## config.mk

```make
export PLATFORM = sky130hd
export DESIGN_NAME = bpe_ram
export DESIGN_NICKNAME = d
export VERILOG_FILES = /design/src/design/bpe_ram.sv
export SDC_FILE = /design/constraint.sdc
export NUM_CORES = 2
export LEC_CHECK = 0
export BUFFER_PORTS_ARGS = -buffer_cell sky130_fd_sc_hd__buf_2
export CORE_MARGIN = 2
export CORE_UTILIZATION = 46
export DETAILED_ROUTE_END_ITERATION = 7
export SETUP_SLACK_MARGIN = 0.4
export SYNTH_ARGS = -nofsm -noshare
export SYNTH_HDL_FRONTEND = slang
export SYNTH_SLANG_ARGS = --single-unit
```

## constraint.sdc

```tcl
create_clock -name clk_i -period 3.61 [get_ports clk_i]
set_input_delay 0.722 -clock clk_i [delete_from_list [all_inputs] [get_ports clk_i]]
set_output_delay 0.722 -clock clk_i [all_outputs]
set_load 0.02 [all_outputs]
```

## src/design/bpe_ram.sv

```systemverilog
module bpe_ram #(
  parameter int Width = 32,
  parameter int Depth = 64,
  parameter int AddrW = $clog2(Depth)
) (
  input  logic             clk_i,
  input  logic             we_i,
  input  logic [AddrW-1:0] waddr_i,
  input  logic [Width-1:0] wdata_i,
  input  logic             re_i,
  input  logic [AddrW-1:0] raddr_i,
  output logic [Width-1:0] rdata_o
);

  logic [Width-1:0] mem_q [Depth];
  logic [Width-1:0] rdata_q;

  always_ff @(posedge clk_i) begin
    if (we_i) begin
      mem_q[waddr_i] <= wdata_i;
    end
    if (re_i) begin
      rdata_q <= mem_q[raddr_i];
    end
  end

  assign rdata_o = rdata_q;

endmodule

```

==> results.md <==
- The run finished with clean final reports.
- The signal on the critical path passes through buf_8, buf_4, mux4_2, o22ai_1, nor2_1, a21oi_1, nor2_1.
- In this run the static leakage power is 28.45 nW.
- The setup check on the worst reg-to-reg path leaves a slack of 1.18 ns.
- The category of the most critical setup path is input port to flop.
- The layer flagged by global routing as most heavily used is met2.
- The number of nets in the final layout is 3,755.
- The summed area of non-filler cells in the final layout is 90,970 um2.
- The die is 418.0 um tall.
- The post-synthesis cell area is 78,840 um2.
- The capture point of the worst path is rdata_o[27].
- The average cell area after synthesis is 23.72 um2.
- The DRC violation total after the first TritonRoute iteration is 4,515.
- The worst reg2reg path endpoint is rdata_o[27].
- The register area share after synthesis is 0.7923.
- Of all cell types, the one taking the most synthesized area is sky130_fd_sc_hd__edfxtp_1.
- Hold is met by 0.3646 ns.
- Of all nets on the critical path, the largest fanout is 22.
- After clock tree synthesis, the clock-pin slew on the worst setup and hold paths is 0.06 ns.
- The class of the worst hold path is input port to flop.
- The number of synthesized register bits is 2,080.
- The clock buffer count from CTS is 205.
- The region available for standard cell placement spans 169,800 um2.
- In this run the critical register-to-register path is launched from mem_q[63][27].
- STA classifies the critical path startpoint as an input port.
- The global routing usage on met1 is 0.3433.
- The number of failing hold endpoints at the final stage is 0.
- The routed layout has 37.67k vias.
- Detailed placement ended at an HPWL of 119.5 mm.
- The non-filler instance count after layout is 6,105.
- For this run, design rule violations remaining after detail routing come to 0.
- Across every metal layer, demand over resource in global routing totals 0.2406.
- The global-route congestion overflow total is 0.
- The required time at the worst-slack endpoint is 4.16 ns.
- Synthesis handed over a netlist of 3,324 instances.
- The TritonCTS sink count is 2,080.
- The highest clock frequency the design can meet is 0.3509 GHz.
- Setup violations remaining at the end of the flow were counted as 0.
- Counting cells, the worst reg-to-reg path comes to 5.
- The number of nets still failing antenna checks after routing is 0.
- The remaining max-slew budget at the tightest pin is 0.1326.
- Across the routed clock network, the largest skew measured is 0.02803 ns.
- The number of max-cap violations is 0.
- Entering global routing, the biggest net connects 65 pins.
- The row count is 151.
- Data on the critical path arrives at its endpoint at 3.40 ns.
- The number of I/O pins is 79.
- The number of warnings printed during yosys synthesis is 0.
- The standard cell with the maximum stage delay on the critical path is sky130_fd_sc_hd__a21oi_1.
- After detailed placement, the total cell area comes to 84,700 um2.
- The wire length of the first global-routing pass is 291.6 mm.
- The later pin in the worst-skew pair is clocked with a latency of 0.85 ns.
- The launch point of the critical path is raddr_i[0].
- The delay of the slowest cell on the worst path is 0.80 ns.
- The floorplan step defined a die boundary enclosing 174,700 um2.
- Compared with the post-synthesis result, the final layout area differs by 15.39%.
- The count of port buffers added during placement is 78.
- For met2 alone, demand over resource in global routing was 0.3722.
- Of the post-synthesis cell area, the dominant cell type holds 0.7923.
- The number of global-route vias before repair is 38.09k.
- IR analysis of the VDD net gives a maximum drop of 0.4477 mV.
- The width of the die is 418.0 um.
- The number of placed instances, taps included is 5,719.
- The detail-routed via count per cell is 6.171.
- Counting buffers and inverters, the worst setup path is 7 cells deep.
- The critical path contains buffers and inverters numbering 2 combined.
- By area the synthesized netlist is led by sky130_fd_sc_hd__edfxtp_1, sky130_fd_sc_hd__mux4_2, sky130_fd_sc_hd__mux2i_1.
- Dividing the final minimum period by the clock period gives 0.7895.
- TritonCTS built the clock tree.
- In the layout the commonest cells are sky130_fd_sc_hd__edfxtp_1, sky130_fd_sc_hd__mux4_2, sky130_fd_sc_hd__clkbuf_16.
- The total iterations of the first detailed-routing run is 5.
- The slew of the pin with the lowest slew margin is 1.301 ns.
- Power spread over the standard cell area amounts to 546.6 nW/um2.
- The H-tree was split into 4 levels.
- The cell with the most instances on the worst path is sky130_fd_sc_hd__nor2_1.
- STA classifies the critical path endpoint as a flop.
- The number of nets produced by synthesis is 3,371.
- The number of antenna violations at the first check in global routing is 17.
- The number of buffers on the longest clock path is 3.
- The number of pins with negative max-slew slack in the final report is 0.
- The routed length per instance is 34.11 um.
- The clock root buffer is sky130_fd_sc_hd__clkbuf_16.
- The effective utilization at floorplan is 0.4642.
- Post-CTS repair changed the size of 0 cells.
- The kind of cell with the highest combined delay on the critical path is compound AO/OA/AOI/OAI gates.
- In this run, distinct cell masters in the synthesized netlist total 33.
- The routability-driven placement congestion ratio is 0.8490.
- The smallest clock period supported by the final layout is computed as 2.850 ns.
- The share of post-route cells with drive strength above 1 is 0.3179.
- After detailed routing, the total wire length is 208.3 mm.
- The met3 global-route usage is 0.05351.
- The library cell used most frequently in the layout, excluding fill and tap cells, is sky130_fd_sc_hd__edfxtp_1.
- After clock tree synthesis, the flow added hold-fix buffers numbering 0.
- The number of buffers inserted to repair setup after CTS is 0.
- Setup repair after global routing left no endpoint under its margin.
stage by stage:
step | TNS [ns] | setup slack [ns] | utilization | total power, W
CTS | 0 | 0.7764 | 0.5354 | 0.05008
floorplan | 0 | 0.2361 | - | 0.02869
detailed placement | -0.3083 | -0.1260 | 0.4987 | 0.03016
global route | 0 | 0.6797 | 0.5355 | 0.05113
global placement | -0.2267 | -0.1087 | 0.4987 | 0.03013
finish | 0 | 0.7600 | 0.5356 | 0.04973
sequential cells by signal, indices dropped and copies added, names as in the netlist:
signal / flops
rdata_o: 32
mem_q: 2048
report_power, final:
part / switching [W] / leakage [nW] / total (W) / internal, W
Clock: 0.00886 / 3.05 / 0.0201 / 0.0112
Sequential: 0.0000921 / 18.7 / 0.0269 / 0.0268
Combinational: 0.00172 / 6.67 / 0.00275 / 0.00103
logic make-up after synthesis:
logic type / share of synthesized area
DFF: 0.7923
muxes: 0.1672
and+or+nand+nor: 0.01260
AOI/OAI and AO/OA: 0.01666
buffers and inverters: 0.01124
cell type report:
class	count	area (um2)
diodes	12	30.03
clock buffers	267	5448
clock inverters	107	794.5
fillers	12710	78880
multi-input cells	1062	15990
flip-flops and latches	2080	62460
well taps	2218	2775
repair buffers	359	3475
routing by layer:
metal	up-vias	wire, um
met3	283	17430
met1	20600	85620
li1	15100	-
met2	1686	98580
met4	4	6595
met5	-	30
how the worst min path moves through the flow:
stage                        startpoint  depth (start not counted)             to  slack, ns
after floorplan           mem_q[12][17]                          4    rdata_o[17]       0.75
after global placement     mem_q[12][4]                          4     rdata_o[4]       0.87
after detailed placement   mem_q[13][4]                          4     rdata_o[4]       0.86
after CTS                   wdata_i[22]                          1  mem_q[55][22]       0.33
after global routing        wdata_i[22]                          1  mem_q[55][22]       0.35
final                       wdata_i[22]                          1  mem_q[49][22]       0.36
synthesized netlist by cell type:
master and count:
sky130_fd_sc_hd__clkbuf_1 74, sky130_fd_sc_hd__or3_1 3, sky130_fd_sc_hd__or3b_2 3, sky130_fd_sc_hd__a31oi_1 1
sky130_fd_sc_hd__nor2_1 137, sky130_fd_sc_hd__and3_1 4, sky130_fd_sc_hd__nand2_1 26, sky130_fd_sc_hd__mux4_2 544
sky130_fd_sc_hd__nand3b_1 5, sky130_fd_sc_hd__a22oi_1 12, sky130_fd_sc_hd__nand3_1 5, sky130_fd_sc_hd__a21oi_1 62
sky130_fd_sc_hd__a311oi_1 8, sky130_fd_sc_hd__or2_0 1, sky130_fd_sc_hd__nand4b_1 1, sky130_fd_sc_hd__o221ai_1 27
sky130_fd_sc_hd__nand2b_1 8, sky130_fd_sc_hd__buf_4 25, sky130_fd_sc_hd__or2_2 1, sky130_fd_sc_hd__buf_2 57
sky130_fd_sc_hd__buf_1 21, sky130_fd_sc_hd__o22ai_1 84, sky130_fd_sc_hd__or3b_1 2, sky130_fd_sc_hd__nand4_1 2
sky130_fd_sc_hd__buf_6 5, sky130_fd_sc_hd__mux2i_1 93, sky130_fd_sc_hd__nor3_1 7, sky130_fd_sc_hd__o32ai_1 4
sky130_fd_sc_hd__nor2b_1 15, sky130_fd_sc_hd__and2_1 2, sky130_fd_sc_hd__edfxtp_1 2080, sky130_fd_sc_hd__or2_1 1
sky130_fd_sc_hd__a41o_1 4
No activity file was read; power rests on OpenSTA's default activity.
