[src/design/bpe_pkg.sv]
package bpe_pkg;

  // Table geometry
  localparam int MaxDegree  = 7;
  localparam int Dim        = MaxDegree + 1;
  localparam int IdxW       = $clog2(Dim);
  localparam int TableDepth = Dim * Dim;
  localparam int AddrW      = 2 * IdxW;

  // Word formats
  localparam int DataW     = 32;
  localparam int NormW     = 31;
  localparam int FracBits  = 30;
  localparam int NormShift = 10;
  localparam logic [NormW-1:0] InvNormReset = NormW'(1) << 24;

  // Shared multiply unit: magnitudes of OpW bits, one DigitW slice of b per cycle
  localparam int OpW       = 48;
  localparam int DigitW    = 16;
  localparam int NumDigits = OpW / DigitW;
  localparam int DigitSelW = $clog2(NumDigits);
  localparam int ProdW     = 2 * OpW;
  localparam int MagW      = 56;
  localparam int ValW      = MagW + 1;
  localparam logic [DigitSelW-1:0] LastDigit = DigitSelW'(NumDigits - 1);
  localparam logic [ProdW-1:0] RndQ30  = ProdW'(1) << (FracBits - 1);
  localparam logic [ProdW-1:0] RndNorm = ProdW'(1) << (NormShift - 1);
  localparam logic signed [ValW-1:0] OneQ30 = ValW'(1) << FracBits;

  // Configuration port
  localparam int PaddrW   = 5;
  localparam int RegIdxW  = PaddrW - 2;
  localparam logic [RegIdxW-1:0] RegMeanRange     = 3'd0;
  localparam logic [RegIdxW-1:0] RegMeanAzimuth   = 3'd1;
  localparam logic [RegIdxW-1:0] RegInvNormRange  = 3'd2;
  localparam logic [RegIdxW-1:0] RegInvNormAzim   = 3'd3;
  localparam logic [RegIdxW-1:0] RegRangeDegree   = 3'd4;
  localparam logic [RegIdxW-1:0] RegAzimuthDegree = 3'd5;

  typedef enum logic [1:0] {
    ACT_WRITE = 2'd0,
    ACT_READ  = 2'd1,
    ACT_EVAL  = 2'd2
  } action_e;

  typedef struct packed {
    logic             start;
    logic             q30;
    logic             neg;
    logic [OpW-1:0]   a;
    logic [OpW-1:0]   b;
  } mul_req_t;

  typedef struct packed {
    logic                   busy;
    logic                   done;
    logic signed [ValW-1:0] value;
  } mul_rsp_t;

  function automatic logic [OpW-1:0] mag_of(input logic signed [ValW-1:0] v);
    logic signed [ValW-1:0] m;
    m = v[ValW-1] ? -v : v;
    return m[OpW-1:0];
  endfunction

endpackage

[src/design/bpe_mul.sv]
module bpe_mul (
  input  logic               clk_i,
  input  logic               rst_ni,
  input  bpe_pkg::mul_req_t  req_i,
  output bpe_pkg::mul_rsp_t  rsp_o
);

  typedef enum logic [1:0] {M_IDLE, M_ACC, M_RND, M_NEG} mstate_e;
  typedef logic [bpe_pkg::ProdW-1:0] prod_t;
  typedef logic [bpe_pkg::MagW-1:0] mag_t;
  typedef logic signed [bpe_pkg::ValW-1:0] val_t;

  mstate_e                        state_q;
  logic [bpe_pkg::OpW-1:0]        a_q, b_q;
  logic                           neg_q, q30_q, done_q;
  logic [bpe_pkg::DigitSelW-1:0]  dig_q;
  prod_t                          prod_q;
  mag_t                           mag_q;
  val_t                           res_q;

  logic [bpe_pkg::DigitW-1:0]     digit;
  prod_t                          part, part_sh, rounded, shifted;

  // One slice of b per cycle, weighted by its position
  assign digit   = b_q[bpe_pkg::DigitW*dig_q +: bpe_pkg::DigitW];
  assign part    = prod_t'(a_q) * prod_t'(digit);
  assign part_sh = part << (bpe_pkg::DigitW * dig_q);
  assign rounded = prod_q + (q30_q ? bpe_pkg::RndQ30 : bpe_pkg::RndNorm);
  assign shifted = q30_q ? (rounded >> bpe_pkg::FracBits) : (rounded >> bpe_pkg::NormShift);

  always_ff @(posedge clk_i or negedge rst_ni) begin
    if (!rst_ni) begin
      state_q <= M_IDLE;
      a_q     <= '0;
      b_q     <= '0;
      neg_q   <= 1'b0;
      q30_q   <= 1'b0;
      dig_q   <= '0;
      prod_q  <= '0;
      mag_q   <= '0;
      res_q   <= '0;
      done_q  <= 1'b0;
    end else begin
      done_q <= (state_q == M_NEG);
      unique case (state_q)
        M_IDLE: begin
          if (req_i.start) begin
            a_q     <= req_i.a;
            b_q     <= req_i.b;
            neg_q   <= req_i.neg;
            q30_q   <= req_i.q30;
            dig_q   <= '0;
            prod_q  <= '0;
            state_q <= M_ACC;
          end
        end
        M_ACC: begin
          prod_q <= prod_q + part_sh;
          dig_q  <= dig_q + 1'b1;
          if (dig_q == bpe_pkg::LastDigit) begin
            state_q <= M_RND;
          end
        end
        M_RND: begin
          // round the magnitude, ties away from zero once the sign goes back on
          mag_q   <= mag_t'(shifted);
          state_q <= M_NEG;
        end
        M_NEG: begin
          res_q   <= neg_q ? -val_t'(mag_q) : val_t'(mag_q);
          state_q <= M_IDLE;
        end
        default: state_q <= M_IDLE;
      endcase
    end
  end

  assign rsp_o.busy  = (state_q != M_IDLE);
  assign rsp_o.done  = done_q;
  assign rsp_o.value = res_q;

endmodule

[config.mk]
export PLATFORM = sky130hd
export DESIGN_NAME = bpe_mul
export DESIGN_NICKNAME = d
export VERILOG_FILES = /design/src/design/bpe_pkg.sv /design/src/design/bpe_mul.sv
export SDC_FILE = /design/constraint.sdc
export NUM_CORES = 2
export LEC_CHECK = 0
export BUFFER_PORTS_ARGS = -buffer_cell sky130_fd_sc_hd__buf_2
export CORE_MARGIN = 4
export CORE_UTILIZATION = 25
export CTS_CLUSTER_DIAMETER = 200
export DETAILED_ROUTE_END_ITERATION = 8
export MAX_ROUTING_LAYER = met4
export SKIP_CTS_REPAIR_TIMING = 1
export SKIP_LAST_GASP = 1
export SYNTH_ARGS = -nofsm -noshare
export SYNTH_HDL_FRONTEND = slang
export SYNTH_SLANG_ARGS = --single-unit
[constraint.sdc]
create_clock -name clk_i -period 22.1 [get_ports clk_i]
set_input_delay 3.315 -clock clk_i [delete_from_list [all_inputs] [get_ports clk_i]]
set_output_delay 3.315 -clock clk_i [all_outputs]
set_load 0.05 [all_outputs]
==> summary.txt <==
Run status
  • Status: complete, no violations

Flow run
  • Max Cap Viol: 0

STA
  • Setup violators final: 0
  • Count of final hold-check violations: 0
  • Setup tns final: 0 ns
  • Min Hold Slack: 0.4936 ns
  • Pins over their slew limit: 0
  • Final Skew: 0.03043 ns
  • Worst slew pin tran: 1.049 ns
  • Final worst slack: 9.712 ns
  • RSZ-0062 raised after global routing: no
  • Post-layout minimum cycle time: 12.39 ns
  • Fmax: 80.72 MHz
  • Slew headroom: 30.07%
  • Period utilisation layout: 56.06%

Finish
  • Final Cell Area: 0.04928 mm^2
  • Register area: 0.007564 mm^2
  • Nets: 6129
  • Layout cell share with drive strength beyond 1: 8.877%
  • Multi-input logic area: 0.03331 mm^2
  • Fillers: 18910
  • Area Growth Syn to Fin: 10.22%

Setup path
  • Crit path arrival time: 12.87 ns
  • Flop2flop setup slack: 9.71 ns
  • Cell with the most instances on the worst path: fa_1
  • Crit-path leading delay family: adder cells
  • Slowest CP cell: dfrtp_4
  • FF-to-FF End: prod_q[72]
  • FF-to-FF Start: dig_q[1]
  • Crit path max fanout: 48
  • Slowest stage delay, CP: 0.67 ns
  • Buf/Inv on CP: 6
  • Critical Path Source: dig_q[1]
  • Worst Path Required: 22.59 ns
  • Worst setup EP type: register
  • CP Class: register to register
  • Worst r2r path cells: 40
  • Critical path launch point type: register

GRT
  • Global-route wire length before repair: 222.2 mm
  • Pin count of the biggest net entering global routing: 104
  • Initial antenna violation count: 14
  • Gr usage total: 15.53%
  • GR Overflow Total: 0
  • Number of global-route vias before repair: 37380

Synthesis
  • Post-Syn Area: 0.04471 mm^2
  • Post-synth top cells: 849 x nand2_1, 794 x inv_1, 643 x fa_1
  • Top-count cell post-synth: nand2_1
  • EDFF count, synth: 0
  • Netlist cell types: 90
  • Yosys top cell by area: fa_1
  • Commonest register cell after synthesis: dfrtp_1
  • Mapped Nets: 6176
  • Post-synthesis register bit count: 302
  • Fraction of registers with async set/reset: 100.0%
  • Sequential area share after synthesis: 16.90%
  • Syn Area/Cell: 8.597 um^2
  • Yosys warning count: 0
  • Synth area leaders: fa_1 29%, dfrtp_1 17%, nand2_1 7.1%, inv_1 6.7%, ha_1 6.5%
  • Gate count after technology mapping: 5200
  • Top cell type's share of synthesized area: 28.79%

Floorplanning
  • Die area: 0.1856 mm^2
  • Horiz. Die Dim: 430.9 um
  • # IOs: 160
  • Die Span Y: 430.9 um
  • Row Count: 154
  • Placeable Area: 0.1769 mm^2
  • Starting Density: 25.27%

Clock tree
  • Root Driver: clkbuf_16
  • Number of CTS-inserted buffers: 39
  • TritonCTS Sinks: 302
  • CTS tree: built
  • Clock Latency Late Sink: 0.63 ns
  • Clock buffer depth: 3
  • H-tree depth: 2
  • Clk pin slew, worst setup/hold paths: 0.07 ns

Placement
  • Setup WS pre-CTS: 9.911 ns
  • Routability cong.: 0.9280
  • DP Area: 0.04787 mm^2
  • Post-DP HPWL: 108.8 mm
  • Number of port buffers: 159

Route
  • Vias per cell: 4.821
  • Post-Route WL: 141.0 mm
  • First-pass DRT Iterations: 5
  • Avg WL per Cell: 18.73 um
  • DR iter-0 viols: 2686
  • Post-DRT Antenna Nets: 0
  • DRC Markers: 0
  • DR vias: 36300

Hold path
  • Worst hold path startpoint: prod_q[5]
  • Hold Crit Class: register to register
  • Hold path cells: 2
  • Worst Hold End: prod_q[5]
==> worst min-delay path, stage by stage, from the launching register on <==
cell,delay (ns)
dfrtp_1,0.35
nand2_1,0.05
o21ai_0,0.06
==> registers in the layout (all words and copies together), names as in the netlist <==
name / count
done_q: 1
mag_q: 56
res_q: 57
a_q: 48
prod_q: 86
state_q: 2
neg_q: 1
dig_q: 2
b_q: 48
q30_q: 1
==> worst max path at each step <==
stage | endpoint | slack (ns) | cells after the start
4_1_cts | prod_q[81] | 9.80 | 38
6_report | prod_q[72] | 9.71 | 40
3_3_place_gp | prod_q[81] | 9.98 | 38
2_1_floorplan | prod_q[72] | 11.49 | 42
3_5_place_dp | prod_q[81] | 9.91 | 38
5_1_grt | prod_q[81] | 9.10 | 40
==> per-stage QoR <==
stage / instances / utilization, %
after floorplan: 5200 / -
after global placement: 7452 / 27.06
after detailed placement: 7452 / 27.06
after CTS: 7522 / 27.85
after global routing: 7527 / 27.86
final: 7528 / 27.86
==> layout make-up <==
| cell class | count | area share (%) |
|---|---|---|
| multi-input cells | 3818 | 67.59 |
| flip-flops and latches | 302 | 15.35 |
| inverters | 797 | 6.071 |
| well taps | 2340 | 5.942 |
| repair buffers | 195 | 2.184 |
| clock buffers | 44 | 2.080 |
| clock inverters | 26 | 0.7516 |
| diodes | 6 | 0.03047 |
==> routing by layer <==
layer | GRT usage [%] | part of all wire (%) | wire length (um)
met4 | 3.816 | 2.7 | 3828
met3 | 2.276 | 6.4 | 9043
met5 | - | 0 | 0
met1 | 20.94 | 45 | 63380
met2 | 24.58 | 46 | 64730
==> logic make-up (layout without fill, tap and decap cells) <==
logic type | Yosys count | count (layout) | share of synthesized area [%]
simple gates | 1623 | 1623 | 16.82
buf+inv | 1080 | 1062 | 9.113
fa+ha+maj | 875 | 875 | 35.29
xor+xnor | 269 | 269 | 5.270
other cells | 0 | 6 | 0
mux | 189 | 189 | 4.724
flops | 302 | 302 | 16.90
compound gates | 862 | 862 | 11.88
==> placed cells by master (no fill, tap or decap), types with 12 or more instances in the layout <==
cell and instances:
a21o_1 88, a21oi_1 273, a22o_1 16, a31oi_1 18, and2_1 256, and3_1 28
buf_2 158, buf_4 36, clkbuf_16 39, dfrtp_1 299, fa_1 643, ha_1 230
inv_1 794, mux2_2 136, mux2i_1 49, nand2_1 847, nand2b_1 23, nand3_1 58
nand4_1 50, nor2_1 213, nor2b_1 22, nor3_1 35, nor4_1 20, o211ai_1 26
o21a_1 13, o21ai_0 229, o21ai_4 15, o21bai_1 39, o221ai_1 13, o22ai_1 12
o31ai_1 33, or3_1 17, xnor2_1 146, xor2_1 123
Power is left out: the tool's default activity adds up to more than one toggle a clock period on the data nets, which glitch-free logic cannot reach.
